[src/sv/ncmc_pkg.sv]
// Shared types, constants and narrow divide helpers for the nixie clock mode controller.
// No dependencies; imported by every module of the block.
package ncmc_pkg;

	localparam int NUM_DIGITS = 6;

	localparam logic [1:0] MODE_CLOCK  = 2'd0;
	localparam logic [1:0] MODE_DATE   = 2'd1;
	localparam logic [1:0] MODE_TEMP   = 2'd2;
	localparam logic [1:0] MODE_SWATCH = 2'd3;

	localparam logic [15:0] TIMEOUT_RESET = 16'd10000;
	localparam logic [7:0]  CODE_BLANK    = 8'd11;

	localparam int SEP_LO_BIT = 30;
	localparam int SEP_HI_BIT = 62;

	// reciprocal constants for the stopwatch split
	localparam logic [28:0] RECIP_1000 = 29'h10624DD3;
	localparam int          SHIFT_1000 = 38;
	localparam logic [22:0] RECIP_60   = 23'd4473925;
	localparam int          SHIFT_60   = 28;
	localparam logic [17:0] INV_1875   = 18'd251099;
	localparam logic [18:0] MAX_Q1875  = 19'd279;

	typedef logic [7:0] digit_t;
	typedef digit_t [NUM_DIGITS-1:0] digits_t;

	typedef struct packed {
		logic [2:0]        button_levels;
		logic [31:0]       now_ms;
		logic [4:0]        hour;
		logic [5:0]        minute;
		logic [5:0]        second;
		logic [3:0]        month;
		logic [4:0]        day_of_month;
		logic [6:0]        year_two_digit;
		logic signed [7:0] temp_whole;
		logic [6:0]        temp_frac;
	} item_t;

	typedef struct packed {
		digits_t     digits;
		logic        sep;
		logic        set_time;
		logic [4:0]  new_hour;
		logic [5:0]  new_minute;
		logic [1:0]  mode_now;
		logic        sw;
	} disp_t;

	typedef struct packed {
		logic [7:0] minutes;
		logic [5:0] seconds;
		logic [6:0] centis;
	} sw_count_t;

	function automatic logic [6:0] div10(input logic [9:0] x);
		logic [17:0] p;
		p = 18'(x) * 18'd205;
		return p[17:11];
	endfunction

	function automatic logic [3:0] mod10(input logic [9:0] x);
		logic [6:0] q;
		logic [9:0] r;
		q = div10(x);
		r = x - ({3'd0, q} << 3) - ({3'd0, q} << 1);
		return r[3:0];
	endfunction

endpackage

[src/sv/ncmc_ctrl.sv]
// Mode sequencing, clock/date/temperature digit formation, roll animation and stopwatch control.
// Holds all per-transaction state; depends on ncmc_pkg.
module ncmc_ctrl import ncmc_pkg::*; (
	input  logic        clk,
	input  logic        arst_n,
	input  logic        adv,
	input  item_t       item,
	input  logic [15:0] timeout_ms,
	output disp_t       disp,
	output logic [31:0] el
);

	logic [1:0]  mode_q, mode_d, mode_a;
	logic [1:0]  prev_mode_q;
	logic [2:0]  held_q;
	logic [31:0] entry_q, entry_d;
	logic        sep_q, sep_d;
	logic [3:0]  last_sec_q, last_sec_d;
	logic [3:0]  last_min_q, last_min_d;
	logic [NUM_DIGITS-1:0][3:0] roll_q, rd_a, rd_n;
	logic [2:0]  roll_pos_q, rp_a, rp_n;
	logic [1:0]  roll_rep_q, rep_n, rep_inc;
	logic        sw_run_q, sw_run_d;
	logic [31:0] sw_start_q, sw_start_d;
	logic [31:0] sw_el_q, sw_el_d, sw_el_now;
	logic        sw_clr_q, sw_clr_d;

	logic        press_mode, right, left;
	logic        roll_restart, hit, sw_zero;
	logic [2:0]  k;
	digit_t      sel_d;
	logic [3:0]  sel_r;
	logic [18:0] sw_chk;
	digits_t     d_clk, d_roll, d_date, d_temp;
	logic [6:0]  min_inc;
	logic [5:0]  hr_inc, min_next;
	logic [4:0]  hr_next;
	logic [7:0]  t_abs, t_q, t_r, tq8, tr8;
	logic        t_neg;

	assign press_mode = item.button_levels[0] & ~held_q[0];
	assign right      = item.button_levels[1] & ~held_q[1];
	assign left       = item.button_levels[2] & ~held_q[2];

	assign d_clk[0] = 8'(div10(10'(item.hour)));
	assign d_clk[1] = 8'(mod10(10'(item.hour)));
	assign d_clk[2] = 8'(div10(10'(item.minute)));
	assign d_clk[3] = 8'(mod10(10'(item.minute)));
	assign d_clk[4] = 8'(div10(10'(item.second)));
	assign d_clk[5] = 8'(mod10(10'(item.second)));

	assign d_date[0] = 8'(div10(10'(item.month)));
	assign d_date[1] = 8'(mod10(10'(item.month)));
	assign d_date[2] = 8'(div10(10'(item.day_of_month)));
	assign d_date[3] = 8'(mod10(10'(item.day_of_month)));
	assign d_date[4] = 8'(mod10(10'(div10(10'(item.year_two_digit)))));
	assign d_date[5] = 8'(mod10(10'(item.year_two_digit)));

	assign t_neg = item.temp_whole[7];
	assign t_abs = t_neg ? (8'd0 - $unsigned(item.temp_whole)) : $unsigned(item.temp_whole);
	assign tq8   = 8'(div10(10'(t_abs)));
	assign tr8   = 8'(mod10(10'(t_abs)));
	assign t_q   = t_neg ? (8'd0 - tq8) : tq8;
	assign t_r   = t_neg ? (8'd0 - tr8) : tr8;

	assign d_temp[0] = CODE_BLANK;
	assign d_temp[1] = CODE_BLANK;
	assign d_temp[2] = t_q;
	assign d_temp[3] = t_r;
	assign d_temp[4] = 8'(div10(10'(item.temp_frac)));
	assign d_temp[5] = 8'(mod10(10'(item.temp_frac)));

	assign min_inc  = 7'(item.minute) + 7'd1;
	assign min_next = (min_inc >= 7'd60) ? 6'(min_inc - 7'd60) : 6'(min_inc);
	assign hr_inc   = 6'(item.hour) + 6'd1;
	assign hr_next  = (hr_inc >= 6'd24) ? 5'(hr_inc - 6'd24) : 5'(hr_inc);

	assign sw_chk  = 19'(sw_el_q[31:13] * INV_1875);
	assign sw_zero = sw_clr_q || ((sw_el_q[12:0] == 13'd0) && (sw_chk <= MAX_Q1875));
	assign sw_el_now = item.now_ms - sw_start_q;

	always_comb begin
		mode_a = mode_q + 2'(press_mode);

		roll_restart = (last_min_q != d_clk[3][3:0]) && (roll_pos_q == 3'd0);
		rp_a = roll_restart ? 3'(NUM_DIGITS) : roll_pos_q;
		for (int i = 0; i < NUM_DIGITS; i++) begin
			rd_a[i] = roll_restart ? 4'(i + 1) : roll_q[i];
		end
		k = rp_a - 3'd1;
		sel_d = '0;
		sel_r = '0;
		for (int i = 0; i < NUM_DIGITS; i++) begin
			if (3'(i) == k) begin
				sel_d = d_clk[i];
				sel_r = rd_a[i];
			end
		end
		hit = (rp_a != 3'd0) && (sel_d == {4'd0, sel_r});
		rep_inc = roll_rep_q + 2'd1;
		rp_n = rp_a;
		rep_n = roll_rep_q;
		if (hit) begin
			if (rep_inc == 2'd2) begin
				rp_n = rp_a - 3'd1;
				rep_n = 2'd0;
			end else begin
				rep_n = rep_inc;
			end
		end
		d_roll = d_clk;
		for (int i = 0; i < NUM_DIGITS; i++) begin
			rd_n[i] = rd_a[i];
			if (3'(i) < rp_n) begin
				d_roll[i] = {4'd0, rd_a[i]};
				rd_n[i] = (rd_a[i] == 4'd9) ? 4'd0 : rd_a[i] + 4'd1;
			end
		end

		mode_d     = mode_a;
		entry_d    = entry_q;
		sep_d      = sep_q;
		last_sec_d = last_sec_q;
		last_min_d = last_min_q;
		sw_run_d   = sw_run_q;
		sw_start_d = sw_start_q;
		sw_el_d    = sw_el_q;
		sw_clr_d   = sw_clr_q;
		el         = sw_el_q;

		disp.digits     = d_roll;
		disp.sep        = sep_q;
		disp.set_time   = 1'b0;
		disp.new_hour   = '0;
		disp.new_minute = '0;
		disp.mode_now   = mode_a;
		disp.sw         = 1'b0;

		unique case (mode_a) inside
			MODE_CLOCK: begin
				if (right || left) begin
					disp.set_time   = 1'b1;
					disp.new_minute = right ? min_next : item.minute;
					disp.new_hour   = left ? hr_next : item.hour;
				end
				if (last_sec_q != d_clk[5][3:0])
					sep_d = ~sep_q;
				last_sec_d = d_roll[5][3:0];
				last_min_d = d_roll[3][3:0];
			end
			MODE_DATE, MODE_TEMP: begin
				entry_d = (prev_mode_q != mode_a) ? item.now_ms : entry_q;
				if ((item.now_ms - entry_d) > 32'(timeout_ms))
					mode_d = MODE_CLOCK;
				if (mode_a == MODE_DATE) begin
					sep_d = 1'b1;
					disp.digits = d_date;
				end else begin
					sep_d = 1'b0;
					disp.digits = d_temp;
				end
			end
			default: begin
				disp.sw = 1'b1;
				sep_d = 1'b1;
				if (sw_run_q) begin
					sw_el_d  = sw_el_now;
					sw_clr_d = 1'b0;
					el       = sw_el_now;
					if (left)
						sw_run_d = 1'b0;
				end else begin
					if (left) begin
						if (sw_zero)
							sw_start_d = item.now_ms;
						sw_run_d = 1'b1;
					end
					if (right)
						sw_clr_d = 1'b1;
					el = (right || sw_clr_q) ? 32'd0 : sw_el_q;
				end
			end
		endcase
		disp.sep = sep_d;
	end

	always_ff @(posedge clk or negedge arst_n) begin
		if (!arst_n) begin
			mode_q      <= MODE_CLOCK;
			prev_mode_q <= MODE_CLOCK;
			held_q      <= '0;
			entry_q     <= '0;
			sep_q       <= 1'b0;
			last_sec_q  <= '0;
			last_min_q  <= '0;
			for (int i = 0; i < NUM_DIGITS; i++) begin
				roll_q[i] <= 4'(i + 1);
			end
			roll_pos_q  <= 3'(NUM_DIGITS);
			roll_rep_q  <= '0;
			sw_run_q    <= 1'b0;
			sw_start_q  <= '0;
			sw_el_q     <= '0;
			sw_clr_q    <= 1'b1;
		end else if (adv) begin
			mode_q      <= mode_d;
			prev_mode_q <= mode_d;
			held_q      <= item.button_levels;
			entry_q     <= entry_d;
			sep_q       <= sep_d;
			last_sec_q  <= last_sec_d;
			last_min_q  <= last_min_d;
			sw_run_q    <= sw_run_d;
			sw_start_q  <= sw_start_d;
			sw_el_q     <= sw_el_d;
			sw_clr_q    <= sw_clr_d;
			if (mode_a == MODE_CLOCK) begin
				roll_q     <= rd_n;
				roll_pos_q <= rp_n;
				roll_rep_q <= rep_n;
			end
		end
	end

endmodule

[src/sv/ncmc_swdiv.sv]
// Stopwatch split: elapsed milliseconds into minutes, seconds and hundredths over three stages.
// Reciprocal multiplies only; depends on ncmc_pkg.
module ncmc_swdiv import ncmc_pkg::*; (
	input  logic        clk,
	input  logic        ld3,
	input  logic        ld4,
	input  logic        ld5,
	input  logic [31:0] el,
	output sw_count_t   cnt
);

	logic [60:0] p1000;
	logic [22:0] q_s3;
	logic [9:0]  ms_lo_s3;
	logic [45:0] p60;
	logic [9:0]  ms_sub;
	logic [9:0]  millis_s4;
	logic [7:0]  q60_s4;
	logic [5:0]  qlo_s4;
	sw_count_t   cnt_s5;

	assign p1000  = {29'd0, el} * {32'd0, RECIP_1000};
	assign p60    = {23'd0, q_s3} * {23'd0, RECIP_60};
	assign ms_sub = 10'(q_s3[9:0] * 10'd1000);

	always_ff @(posedge clk) begin
		if (ld3) begin
			q_s3     <= p1000[SHIFT_1000+22:SHIFT_1000];
			ms_lo_s3 <= el[9:0];
		end
		if (ld4) begin
			millis_s4 <= ms_lo_s3 - ms_sub;
			q60_s4    <= p60[SHIFT_60+7:SHIFT_60];
			qlo_s4    <= q_s3[5:0];
		end
		if (ld5) begin
			cnt_s5.minutes <= q60_s4;
			cnt_s5.seconds <= qlo_s4 - 6'(q60_s4[5:0] * 6'd60);
			cnt_s5.centis  <= div10(millis_s4);
		end
	end

	assign cnt = cnt_s5;

endmodule

[src/sv/ncmc_disp.sv]
// Final digit selection, one-hot tube encoding and the result register.
// Depends on ncmc_pkg.
module ncmc_disp import ncmc_pkg::*; (
	input  logic        clk,
	input  logic        ld,
	input  disp_t       side,
	input  sw_count_t   cnt,
	output logic [63:0] tube_pattern,
	output logic        set_time,
	output logic [4:0]  new_hour,
	output logic [5:0]  new_minute,
	output logic [1:0]  mode_now
);

	digits_t     dig;
	logic [63:0] pat;
	logic [5:0]  b;
	logic [63:0] tube_q;
	logic        set_q;
	logic [4:0]  hour_q;
	logic [5:0]  minute_q;
	logic [1:0]  mode_q;

	always_comb begin
		if (side.sw) begin
			dig[0] = 8'(div10(10'(cnt.minutes)));
			dig[1] = 8'(mod10(10'(cnt.minutes)));
			dig[2] = 8'(div10(10'(cnt.seconds)));
			dig[3] = 8'(mod10(10'(cnt.seconds)));
			dig[4] = 8'(div10(10'(cnt.centis)));
			dig[5] = 8'(mod10(10'(cnt.centis)));
		end else begin
			dig = side.digits;
		end
	end

	always_comb begin
		pat = '0;
		b = '0;
		for (int i = 0; i < NUM_DIGITS; i++) begin
			if (dig[i] < 8'd10) begin
				if (i >= 3)
					b = (dig[i] == 8'd0) ? 6'(i * 10 + 11) : 6'(i * 10) + dig[i][5:0] + 6'd1;
				else
					b = (dig[i] == 8'd0) ? 6'(i * 10 + 9) : 6'(i * 10) + dig[i][5:0] - 6'd1;
				pat[b] = 1'b1;
			end
		end
		if (side.sep) begin
			pat[SEP_LO_BIT] = 1'b1;
			pat[SEP_HI_BIT] = 1'b1;
		end
	end

	always_ff @(posedge clk) begin
		if (ld) begin
			tube_q   <= pat;
			set_q    <= side.set_time;
			hour_q   <= side.new_hour;
			minute_q <= side.new_minute;
			mode_q   <= side.mode_now;
		end
	end

	assign tube_pattern = tube_q;
	assign set_time     = set_q;
	assign new_hour     = hour_q;
	assign new_minute   = minute_q;
	assign mode_now     = mode_q;

endmodule

[src/sv/nixie_clock_mode_controller_core.sv]
// Top level of the nixie clock mode controller: input register, control stage, stopwatch
// divider stages and result register. Depends on ncmc_pkg, ncmc_ctrl, ncmc_swdiv, ncmc_disp.
//
// One tick transaction is taken every clock cycle while in_ready is high; its result passes
// through the input register, control stage, three stopwatch divider stages and result
// register. The depth is set by the reciprocal-multiply split of the stopwatch's elapsed
// milliseconds. Each stage holds its item while the one ahead is full, so the block keeps
// accepting as long as a bubble remains anywhere in the pipeline.
module nixie_clock_mode_controller_core import ncmc_pkg::*; (
	input  logic              clk,
	input  logic              arst_n,
	input  logic              in_valid,
	output logic              in_ready,
	input  logic [2:0]        button_levels,
	input  logic [31:0]       now_ms,
	input  logic [4:0]        hour,
	input  logic [5:0]        minute,
	input  logic [5:0]        second,
	input  logic [3:0]        month,
	input  logic [4:0]        day_of_month,
	input  logic [6:0]        year_two_digit,
	input  logic signed [7:0] temp_whole,
	input  logic [6:0]        temp_frac,
	output logic              out_valid,
	input  logic              out_ready,
	output logic [63:0]       tube_pattern,
	output logic              set_time,
	output logic [4:0]        new_hour,
	output logic [5:0]        new_minute,
	output logic [1:0]        mode_now,
	input  logic              cfg_wr_en,
	input  logic [15:0]       cfg_wr_data
);

	logic [15:0] timeout_q;
	logic        v_s1, v_s2, v_s3, v_s4, v_s5, out_valid_q;
	logic        free1, free2, free3, free4, free5, free_o;
	item_t       item_in, item_s1;
	disp_t       disp_c, disp_s2, disp_s3, disp_s4, disp_s5;
	logic [31:0] el_c, el_s2;
	sw_count_t   cnt;

	assign item_in = '{
		button_levels:  button_levels,
		now_ms:         now_ms,
		hour:           hour,
		minute:         minute,
		second:         second,
		month:          month,
		day_of_month:   day_of_month,
		year_two_digit: year_two_digit,
		temp_whole:     temp_whole,
		temp_frac:      temp_frac
	};

	assign free_o = !out_valid_q || out_ready;
	assign free5  = !v_s5 || free_o;
	assign free4  = !v_s4 || free5;
	assign free3  = !v_s3 || free4;
	assign free2  = !v_s2 || free3;
	assign free1  = !v_s1 || free2;

	assign in_ready  = free1;
	assign out_valid = out_valid_q;

	always_ff @(posedge clk or negedge arst_n) begin
		if (!arst_n) begin
			timeout_q   <= TIMEOUT_RESET;
			v_s1        <= 1'b0;
			v_s2        <= 1'b0;
			v_s3        <= 1'b0;
			v_s4        <= 1'b0;
			v_s5        <= 1'b0;
			out_valid_q <= 1'b0;
		end else begin
			if (cfg_wr_en)
				timeout_q <= cfg_wr_data;
			if (free1)
				v_s1 <= in_valid;
			if (free2)
				v_s2 <= v_s1;
			if (free3)
				v_s3 <= v_s2;
			if (free4)
				v_s4 <= v_s3;
			if (free5)
				v_s5 <= v_s4;
			if (free_o)
				out_valid_q <= v_s5;
		end
	end

	always_ff @(posedge clk) begin
		if (free1)
			item_s1 <= item_in;
		if (free2) begin
			disp_s2 <= disp_c;
			el_s2   <= el_c;
		end
		if (free3)
			disp_s3 <= disp_s2;
		if (free4)
			disp_s4 <= disp_s3;
		if (free5)
			disp_s5 <= disp_s4;
	end

	ncmc_ctrl u_ctrl (
		.clk        (clk),
		.arst_n     (arst_n),
		.adv        (v_s1 && free2),
		.item       (item_s1),
		.timeout_ms (timeout_q),
		.disp       (disp_c),
		.el         (el_c)
	);

	ncmc_swdiv u_swdiv (
		.clk (clk),
		.ld3 (free3),
		.ld4 (free4),
		.ld5 (free5),
		.el  (el_s2),
		.cnt (cnt)
	);

	ncmc_disp u_disp (
		.clk          (clk),
		.ld           (free_o),
		.side         (disp_s5),
		.cnt          (cnt),
		.tube_pattern (tube_pattern),
		.set_time     (set_time),
		.new_hour     (new_hour),
		.new_minute   (new_minute),
		.mode_now     (mode_now)
	);

endmodule

[config.mk]
export PLATFORM = sky130hd
export DESIGN_NAME = nixie_clock_mode_controller_core
export DESIGN_NICKNAME = d
export VERILOG_FILES = /design/src/sv/ncmc_pkg.sv /design/src/sv/ncmc_ctrl.sv /design/src/sv/ncmc_swdiv.sv /design/src/sv/ncmc_disp.sv /design/src/sv/nixie_clock_mode_controller_core.sv
export SDC_FILE = /design/constraint.sdc
export NUM_CORES = 2
export LEC_CHECK = 0
export BUFFER_PORTS_ARGS = -buffer_cell sky130_fd_sc_hd__buf_2
export CORE_MARGIN = 2
export CORE_UTILIZATION = 50
export CTS_BUF_LIST = sky130_fd_sc_hd__clkbuf_4 sky130_fd_sc_hd__clkbuf_8 sky130_fd_sc_hd__clkbuf_16
export DETAILED_ROUTE_END_ITERATION = 8
export PLACE_DENSITY_LB_ADDON = 0.25
export REMOVE_ABC_BUFFERS = 1
export SKIP_LAST_GASP = 1
export SYNTH_ARGS = -nofsm -noshare
export SYNTH_HDL_FRONTEND = slang
export SYNTH_SLANG_ARGS = --single-unit
[constraint.sdc]
create_clock -name clk -period 14 [get_ports clk]
set_input_delay 2.8 -clock clk [delete_from_list [all_inputs] [get_ports clk]]
set_output_delay 2.8 -clock clk [all_outputs]
set_load 0.01 [all_outputs]
======== Yosys cells after proc, flatten, opt, wreduce, memory -nomap -nowiden ========
Index checks and enable logic that the tools add are counted.
word-level totals
  bits in registers ....................... 690
  input bits .............................. 104
  output and inout bits ................... 80
  logic and storage cells ................. 374
cells by class
  add/sub/neg operators ................... 55
  $mul .................................... 18
  order comparisons ....................... 28
  equal/unequal tests ..................... 18
  multiplexer cells ....................... 96
  bitwise operators ....................... 14
  reduce and logical (&&, ||, !) cells .... 47
operators by type and width
  kind                      count
  $mux W64                  6
  $or A64 B64 Y64           5
  $mux W32                  4
  $mux W4                   30
  $mux W44                  2
  $mux W6                   14
  $sub A4 B4 Y4             20
  $mux W8                   8
  $sub A32 B32 Y32          2
  $mul A32 B29 Y61 const B  1
  $logic_not A8 Y1          6
  $lt A8 B4 Y1 const B      6
  $mux W48                  1
  $mul A7 B8 Y15 const B    3
  $lt A6 B7 Y1 const B      6
  $mul A6 B8 Y14 const B    3
  $demux W1 S6              6
  $ge A6 B1 Y1 const B      6
  $mul A23 B23 Y36 const B  1
  $gt A32 B16 Y1            1
  $mul A8 B8 Y16 const B    2
  $mul A5 B8 Y13 const B    2
  $add A4 B1 Y4 const B     6
  $eq A4 B4 Y1 const B      6
  59 further kinds          129

======== Longest topological paths before layout ========
  depth in word-level cells ............... 22
  mapped depth ............................ 41
  mapped depth without buffers ............ 36

======== Cells and area by module ========
From an unflattened synthesis, not the netlist that was laid out.
second synthesis, totals
  cells, all modules ...................... 6,038
  area total of the unflattened synthesis .. 65,720.5 um^2
modules (own cells, without submodules)
  module                            times used  cells each  area each (um^2)  seq. area each (um^2)
  ncmc_swdiv                        1           2,192       22,990.8          2,342.2
  ncmc_ctrl                         1           2,562       22,312.6          3,543.4
  nixie_clock_mode_controller_core  1           428         12,050.3          11,697.5
  ncmc_disp                         1           856         8,366.8           2,342.2

======== Worst setup path after synthesis ========
OpenSTA, ideal clock, no wires.
  kind .................................... flip-flop to flip-flop
  from .................................... register item_s1[41] in the netlist's numbering
  to ...................................... register disp_s2[26] in the netlist's numbering, data pin
  setup time .............................. 0.256 ns
  data arrival time ....................... 8.153 ns
  data required time ...................... 13.744 ns
  path slack .............................. 5.591 ns
  cell stages (with the launch flop) ...... 39
  path buffers ............................ 5
  clock period less this slack ............ 8.409 ns
  cell sequence ........................... edfxtp_1 > inv_1 > ha_1 > inv_1 > ha_1 > a21o_1 > fa_1 > ha_1 > nor2_1 > o21a_1 > a311oi_2 > o21a_4 > nor2_1 > ha_1 > nor3b_2 > nor2b_1 > a311o_1 > a211oi_1 > (+3 left out) > and2_1 > buf_6 > nor2_1 > ha_1 > ha_1 > clkbuf_1 > nand2_1 > o311ai_0 > o21ai_0 > o211ai_1 > o21ai_0 > a221o_2 > nor2_2 > buf_6 > mux2i_2 > buf_4 > mux2i_1 > a22o_1
RTL lines
  item                    RTL line                                source
  from (decl)             nixie_clock_mode_controller_core.sv:38  item_t item_in, item_s1;
  from (signal assigned)  nixie_clock_mode_controller_core.sv:95  item_s1 <= item_in;
  to (signal assigned)    nixie_clock_mode_controller_core.sv:97  disp_s2 <= disp_c;
  to (decl)               nixie_clock_mode_controller_core.sv:39  disp_t disp_c, disp_s2, disp_s3, disp_s4, disp_s5;

==> flow_summary.yaml <==
routing:
  dr_total_vias: 39400
  viasPerCell: 5.25
  route.antenna.remaining_nets: 0
  drcViolationCount: 0
  drtIter0Drc: 2162
  wl_per_cell_microns: 17.7
  routed_wirelength_mm: 133
  firstDrtPassIters: 5
timing:
  worst_pin_slew_ns: 1.06
  clock-skew-final_ns: 0.0377
  rsz0062_at_grt: "no"
  hold_violations: 0
  maxSlewHeadroom_pct: 29.3
  final-setup-viol-count: 0
  period_share_pct: 75.5
  maxSlewViolCount: 0
  maxClockFrequency_mhz: 94.6
  min_period_ns: 10.57
  tns_ns: 0
clocking:
  cts_buffers: 72
  postCtsSetupRepairBufs: 0
  path_clk_slew_ns: 0.06
  cts_buffer_depth: 3
  insertion_delay_ns: 0.67
  postCtsHoldBufs: 0
  cts.repair.resized: 0
  cts_tree: "built"
  htreeDepth: 3
  clock-sinks: 606
  cts_root_buffer: "clkbuf_16"
critical_path:
  arrival_ns: 11.05
  start_kind: "register"
  slowest_delay_ns: 0.74
  cp.required_ns: 14.48
  critPathMostFrequentCell: "ha_1"
  slowest_stage: "mux2i_2"
  crit_fanout: 29
  worstSetupPathType: "reg -> reg"
  cp-end-kind: "register"
floorplan:
  rows: 127
  ioPinCount: 184
  coreArea_sq_mm: 0.119
  die_w_microns: 351
  initial_core_util_pct: 50.2
  die-area_sq_mm: 0.123
  die_h_microns: 351
grt:
  grt_use_total_pct: 22.2
  grt.overflow.total: 0
  grt_pass1_vias: 40300
  grt_max_degree: 78
  antenna_found_initial: 10
  grt_pass1_wl_mm: 215
placement:
  port_buffers: 183
  hpwlAfterDp_mm: 107
  place_congestion: 0.898
final_layout:
  final_nets: 7579
  layout-drive-gt1-share_pct: 8.13
  syn2layout_area_growth_pct: 8.88
synthesis:
  synthDistinctLibCells: 96
  synth_area_leaders: "ha_1, edfxtp_1, fa_1"
  ys.flop_type: "edfxtp_1"
  synth_warnings: 0
  yosysMostFrequentCell: "inv_1"
  synth_top_cell_area_share_pct: 23.6
  ys_ff_latch: 606
  syn_avg_cell_area_sq_um: 10.7
  async_reset_ff_share_pct: 26.9
  synth.largest_area_cell: "ha_1"
  synth.top_cells.by_count: "inv_1, ha_1, fa_1"
  syn_inst: 5605
  synth_edf_count: 443
  netlist_area_sq_mm: 0.0600
  synth_seq_area_share_pct: 29.0
min_path:
  min_path_type: "reg -> reg"
outcome:
  status: "complete, no violations"
flow_run:
  drv_cap: 0
-- layout by cell type, fill, tap and decap left out, types with 50 or more instances in the layout --
cell type / synthesis / final
xnor2_1: 184 / 184
a21oi_1: 209 / 209
nand2_1: 266 / 264
edfxtp_1: 443 / 443
mux2i_1: 68 / 68
inv_1: 1195 / 1193
nor2b_1: 50 / 50
o21ai_0: 196 / 196
clkbuf_16: 0 / 73
nor2_1: 230 / 228
ha_1: 1134 / 1134
xor2_1: 95 / 95
dfrtp_1: 146 / 146
a21o_1: 93 / 93
fa_1: 523 / 523
buf_2: 1 / 182
-- cell type report --
type	count	area [sq um]
repair buffers	223	1220
diodes	3	7.51
fillers	10500	54100
multi-input cells	3719	37800
inverters	1196	4490
clock inverters	44	408
flip-flops and latches	606	17400
clock buffers	89	1980
well taps	1612	2020
-- metrics by stage --
stage                     cell area [sq um]  utilization [%]  hold WS, ns  setup slack, ns  cells
after floorplan                       59700                -        0.400             4.76   5521
after global placement                63000             52.7        0.401             3.53   7356
after detailed placement              63000             52.7        0.405             3.53   7356
after CTS                             65400             54.7        0.391             3.44   7489
after global routing                  65400             54.7        0.404             2.59   7490
final                                 65400             54.7        0.392             3.43   7492
-- worst max-delay path, delay by kind of cell, from the launching register on --
family | cells | cell delay [ns]
adder cells (fa/ha/maj) | 7 | 2.15
buffers and inverters | 4 | 0.69
flip-flops | 1 | 0.56
multiplexers | 3 | 1.33
AND/OR/NAND/NOR | 9 | 2.44
AO/OA/AOI/OAI | 13 | 3.21
-- cells by family after synthesis --
logic type | Yosys count | synth area share (%)
mux | 123 | 2.20
simple gates | 830 | 6.59
compound gates | 827 | 8.88
xor+xnor | 282 | 4.19
buf+inv | 1280 | 8.09
flops | 606 | 29.0
fa+ha+maj | 1657 | 41.1
-- sequential cells by signal, summed over array words and instances (netlist names), 8 cells and up --
| signal | cells |
|---|---|
| item_s1 | 83 |
| u_disp.tube_pattern | 64 |
| disp_s2 | 43 |
| disp_s3 | 43 |
| disp_s4 | 43 |
| disp_s5 | 43 |
| el_s2 | 32 |
| u_ctrl.entry_q | 32 |
| u_ctrl.sw_el_q | 32 |
| u_ctrl.sw_start_q | 32 |
| u_ctrl.roll_q | 24 |
| u_swdiv.q_s3 | 23 |
| u_swdiv.cnt | 21 |
| timeout_q | 16 |
| u_swdiv.millis_s4 | 10 |
| u_swdiv.ms_lo_s3 | 10 |
| u_swdiv.q60_s4 | 8 |
-- final timing paths --
| check | start | end | slack, ns | cells past startpoint |
|---|---|---|---|---|
| max reg2reg | item_s1[41] | disp_s2[27] | 3.43 | 36 |
| min | disp_s4[16] | disp_s5[16] | 0.39 | 0 |
| max | item_s1[41] | disp_s2[27] | 3.43 | 36 |
| min in group asynchronous | arst_n | u_ctrl.entry_q[21] | 2.17 | 1 |
| min reg2reg | disp_s4[16] | disp_s5[16] | 0.39 | 0 |
| max in group asynchronous | arst_n | u_ctrl.roll_q[7] | 10.03 | 3 |
-- per-layer routing --
layer / wire [microns] / track usage [%]
met1: 61700 / 31.5
met4: 2520 / 4.97
met5: 27 / 0
met3: 5980 / 2.93
met2: 62300 / 36.4
Power is left out: the tool's default activity adds up to more than one toggle a clock period on the data nets, which glitch-free logic cannot reach.
